<file path="config.mk">
export PLATFORM = sky130hd
export DESIGN_NAME = lobb_prio
export DESIGN_NICKNAME = d
export VERILOG_FILES = /design/src/rtl/core/limit_order_book_bbo_assert.svh /design/src/rtl/core/lobb_pkg.sv /design/src/rtl/core/lobb_prio.sv
export SDC_FILE = /design/constraint.sdc
export NUM_CORES = 1
export LEC_CHECK = 0
export ABC_AREA = 1
export CELL_PAD_IN_SITES_DETAIL_PLACEMENT = 1
export CELL_PAD_IN_SITES_GLOBAL_PLACEMENT = 1
export CORE_UTILIZATION = 38
export DETAILED_ROUTE_END_ITERATION = 7
export DONT_BUFFER_PORTS = 1
export GPL_ROUTABILITY_DRIVEN = 0
export PLACE_DENSITY = 0.93
export SLEW_MARGIN = 10
export SYNTH_ARGS = -nofsm -noshare
export SYNTH_HDL_FRONTEND = slang
export SYNTH_SLANG_ARGS = --single-unit
export TNS_END_PERCENT = 10
</file>
<file path="constraint.sdc">
create_clock -name vclk -period 3.2
set_clock_uncertainty 0.05 [all_clocks]
set_input_delay 0.16 -clock vclk [all_inputs]
set_output_delay 0.16 -clock vclk [all_outputs]
set_load 0.02 [all_outputs]
</file>
<file path="src/rtl/core/limit_order_book_bbo_assert.svh">
// Assertion macros for the limit order book top-of-book block.
`ifndef LIMIT_ORDER_BOOK_BBO_ASSERT_SVH
`define LIMIT_ORDER_BOOK_BBO_ASSERT_SVH
`ifndef ASSERT_OFF
// Implication checked at every clock edge outside reset.
`define LOBB_ASSERT(lbl, clk, rstn, prop, msg) \
  lbl: assert property (@(posedge clk) disable iff (!(rstn)) (prop)) else $error(msg);
// Condition that must never be true outside reset.
`define LOBB_NEVER(lbl, clk, rstn, cond, msg) \
  lbl: assert property (@(posedge clk) disable iff (!(rstn)) !(cond)) else $error(msg);
`else
`define LOBB_ASSERT(lbl, clk, rstn, prop, msg)
`define LOBB_NEVER(lbl, clk, rstn, cond, msg)
`endif
`endif

</file>
<file path="src/rtl/core/lobb_pkg.sv">
// Types, constants and codes shared by the order book modules.
package lobb_pkg;

  localparam int ORDER_IDS    = 4096;
  localparam int PRICE_LEVELS = 4096;
  localparam int QTY_BITS     = 32;
  localparam int TOTAL_W      = 44;

  localparam int ID_W    = $clog2(ORDER_IDS);
  localparam int PRICE_W = $clog2(PRICE_LEVELS);
  localparam int CNT_W   = $clog2(ORDER_IDS + 1);
  localparam int MAP_W   = 64;
  localparam int COL_W   = $clog2(MAP_W);
  localparam int ROW_W   = PRICE_W - COL_W;
  localparam int LVL_AW  = PRICE_W + 1;
  localparam int MAP_AW  = ROW_W + 1;

  localparam logic [2:0] MODE_ADD = 3'd0;
  localparam logic [2:0] MODE_MOD = 3'd1;
  localparam logic [2:0] MODE_CAN = 3'd2;
  localparam logic [2:0] MODE_DEL = 3'd3;
  localparam logic [2:0] MODE_CLR = 3'd4;

  typedef struct packed {
    logic                valid;
    logic                side;
    logic [PRICE_W-1:0]  price;
    logic [QTY_BITS-1:0] qty;
  } order_t;

  typedef struct packed {
    logic [CNT_W-1:0]   cnt;
    logic [TOTAL_W-1:0] sum;
  } level_t;

  typedef enum logic [3:0] {
    ST_CLR,
    ST_IDLE,
    ST_ORD,
    ST_REM_WR,
    ST_ADD_RD,
    ST_ADD_WR,
    ST_MOD_WR,
    ST_RS_ROW,
    ST_RS_COL,
    ST_OUT_A,
    ST_OUT_B,
    ST_OUT_C
  } state_e;

endpackage

</file>
<file path="src/rtl/core/lobb_prio.sv">
// Priority encoder over one occupancy word: highest or lowest set bit.
module lobb_prio (
  input  logic [lobb_pkg::MAP_W-1:0] vec_i,
  input  logic                       low_i,
  output logic                       found_o,
  output logic [lobb_pkg::COL_W-1:0] idx_o
);

  always_comb begin
    logic [lobb_pkg::COL_W-1:0] j;
    idx_o = '0;
    j     = '0;
    for (int i = 0; i < lobb_pkg::MAP_W; i++) begin
      // ascending scan keeps the last hit: highest; descending gives lowest
      j = low_i ? lobb_pkg::COL_W'(lobb_pkg::MAP_W - 1 - i) : lobb_pkg::COL_W'(i);
      if (vec_i[j]) begin
        idx_o = j;
      end
    end
  end

  assign found_o = |vec_i;

endmodule

</file>
==> flow_summary.yaml <==
pwr:
  powerDensity_nw_per_um2: 148
  ir_drop_v: 0.0000689
  p_leak_nw: 1.98
setup_path:
  cp_slowest_stage_delay_ns: 0.21
  start_kind: "input port"
  crit_slowest_cell: "a211oi_2"
  endpoint_kind: "output port"
  critPathArrivalTime_ns: 4.01
  crit_type: "in2out"
  cp_max_fo: 126
  critPathMostFrequentCell: "nand2_1"
  critPathRequiredTime_ns: 2.99
yosys:
  syn_nets: 744
  yosysSeqAreaShare_pct: 0
  yosysMostFrequentCell: "nand2_1"
  synth_top_area_cell: "nand2_1"
  synth_commonest_cells: "210 x nand2_1, 139 x nor2_1, 120 x inv_1"
  synth_area_leaders: "nand2_1 26%, nor2_1 17%, inv_1 15%"
  synth_top_cell_area_share_pct: 26.4
  synth_area_per_cell_sq_um: 4.40
  syn_inst: 679
  synth_cell_types: 32
  netlist_area_sq_um: 2990
  yosysWarnings: 0
finish:
  final.clkbuf_count: 0
  seq_cells: 0
  seqCellArea_sq_um: 0
  n_antenna_cell: 0
  drive_gt1_share_pct: 11.6
  syn2layout_area_growth_pct: 16.0
  layout.nets: 782
status:
  violations: "setup timing"
  outcome: "finished with violations"
placed_design:
  place_ws_ns: -0.985
  portBuffers: 0
  dp_hpwl_um: 12000
flow_run:
  max_cap_viol_count: 0
routing:
  drcViolationCount: 0
  finalWirelength_um: 15000
  drt_pre_antenna_iters: 5
  vias: 4819
  wire_per_inst_um: 18.4
  drt_iter0_drc: 326
  via_per_inst: 5.92
  ant_nets: 0
timing:
  slew_headroom_pct: 60.6
  hold_violations: 0
  fmax_mhz: 237
  setup_viol: 5
  setup_slack_ns: -1.02
  period_share_pct: 132
  fin_setup_tns_ns: -3.73
  slew_viol_final: 0
  tightest_slew_ns: 0.586
  rsz0062_at_grt: "yes"
  final.min_clock_period_ns: 4.22
die:
  initial_core_util_pct: 40.2
  die_w_um: 90.7
  ios: 72
  die_h_um: 90.7
  die_area_sq_um: 8230
  rows: 31
  coreArea_sq_um: 7450
global_routing:
  grt_usage_pct: 35.4
  grt_pass1_vias: 5031
  grt_pass1_wl_um: 24200
  grt_max_degree: 127
  antenna_found_initial: 0
  grt-ovfl-total: 0
clock_tree:
  ctsHoldBuffers: 0
hold_path:
  min_path_type: "in2out"
routing by layer:
layer / vias up / part of all wire [%] / track usage (%)
li1: 2228 / - / -
met1: 2234 / 40 / 42.4
met2: 273 / 46 / 60.7
met3: 84 / 8.0 / 5.64
met4: 0 / 5.7 / 17.5
met5: - / 0 / 0
cell usage in the layout (no fill, tap or decap), types with 2 or more instances in the layout:
cell type	n
a211oi_2	2
nor4_2	2
nand2_2	10
o21a_1	3
a21oi_1	48
inv_1	118
buf_4	54
nor3_1	20
nand4_1	8
o21ai_1	9
o31ai_1	3
nand3_1	28
or2_2	3
nor2_2	3
nand2_1	200
o21ai_0	28
nor2_1	135
nor4_1	15
a21oi_2	2
a31oi_1	8
cell families after synthesis:
group / after synthesis / synth area share (%)
buffers and inverters: 140 / 20.8
AOI/OAI and AO/OA: 112 / 21.0
and+or+nand+nor: 427 / 58.2
per-stage QoR:
step	hold WS, ns	power, mW	cell area (sq um)	utilization [%]	std cells
6_report	0.457	0.512	3470	46.6	814
5_1_grt	0.474	0.565	3470	46.6	814
4_1_cts	0.447	0.494	3460	46.5	814
3_5_place_dp	0.481	0.482	3380	45.4	814
3_3_place_gp	0.479	0.438	3380	45.4	814
2_1_floorplan	0.465	0.356	3000	-	679
worst paths after layout:
check,cells after the start,from,slack [ns],endpoint
setup / recovery,44,low_i,-1.02,idx_o[1]
hold / removal,2,vec_i[63],0.46,idx_o[0]
critical path, delay by kind of cell:
| family | cells | cell delay, ns |
|---|---|---|
| AO/OA/AOI/OAI | 9 | 1.25 |
| AND/OR/NAND/NOR | 34 | 2.42 |
| buffers and inverters | 1 | 0.16 |
layout make-up:
class	count	area, sq um
timing repair buffer	55	425
inverter	121	478
multi-input combinational	539	2440
tap	99	124
fill	1197	3980
what timing repair did:
action / in CTS / in global routing
resized for setup: 26 / 3
buffers inserted: 0 / 0
pin swaps: 10 / 4
gates cloned: 0 / 0
setup endpoints to repair: 5 / 6
power breakdown:
group | leakage (nW) | internal (mW) | total (mW) | switching [mW]
Clock | 0 | 0 | 0 | 0
Combinational | 1.98 | 0.189 | 0.512 | 0.323
Sequential | 0 | 0 | 0 | 0
Power figures use the tool's default switching activity.
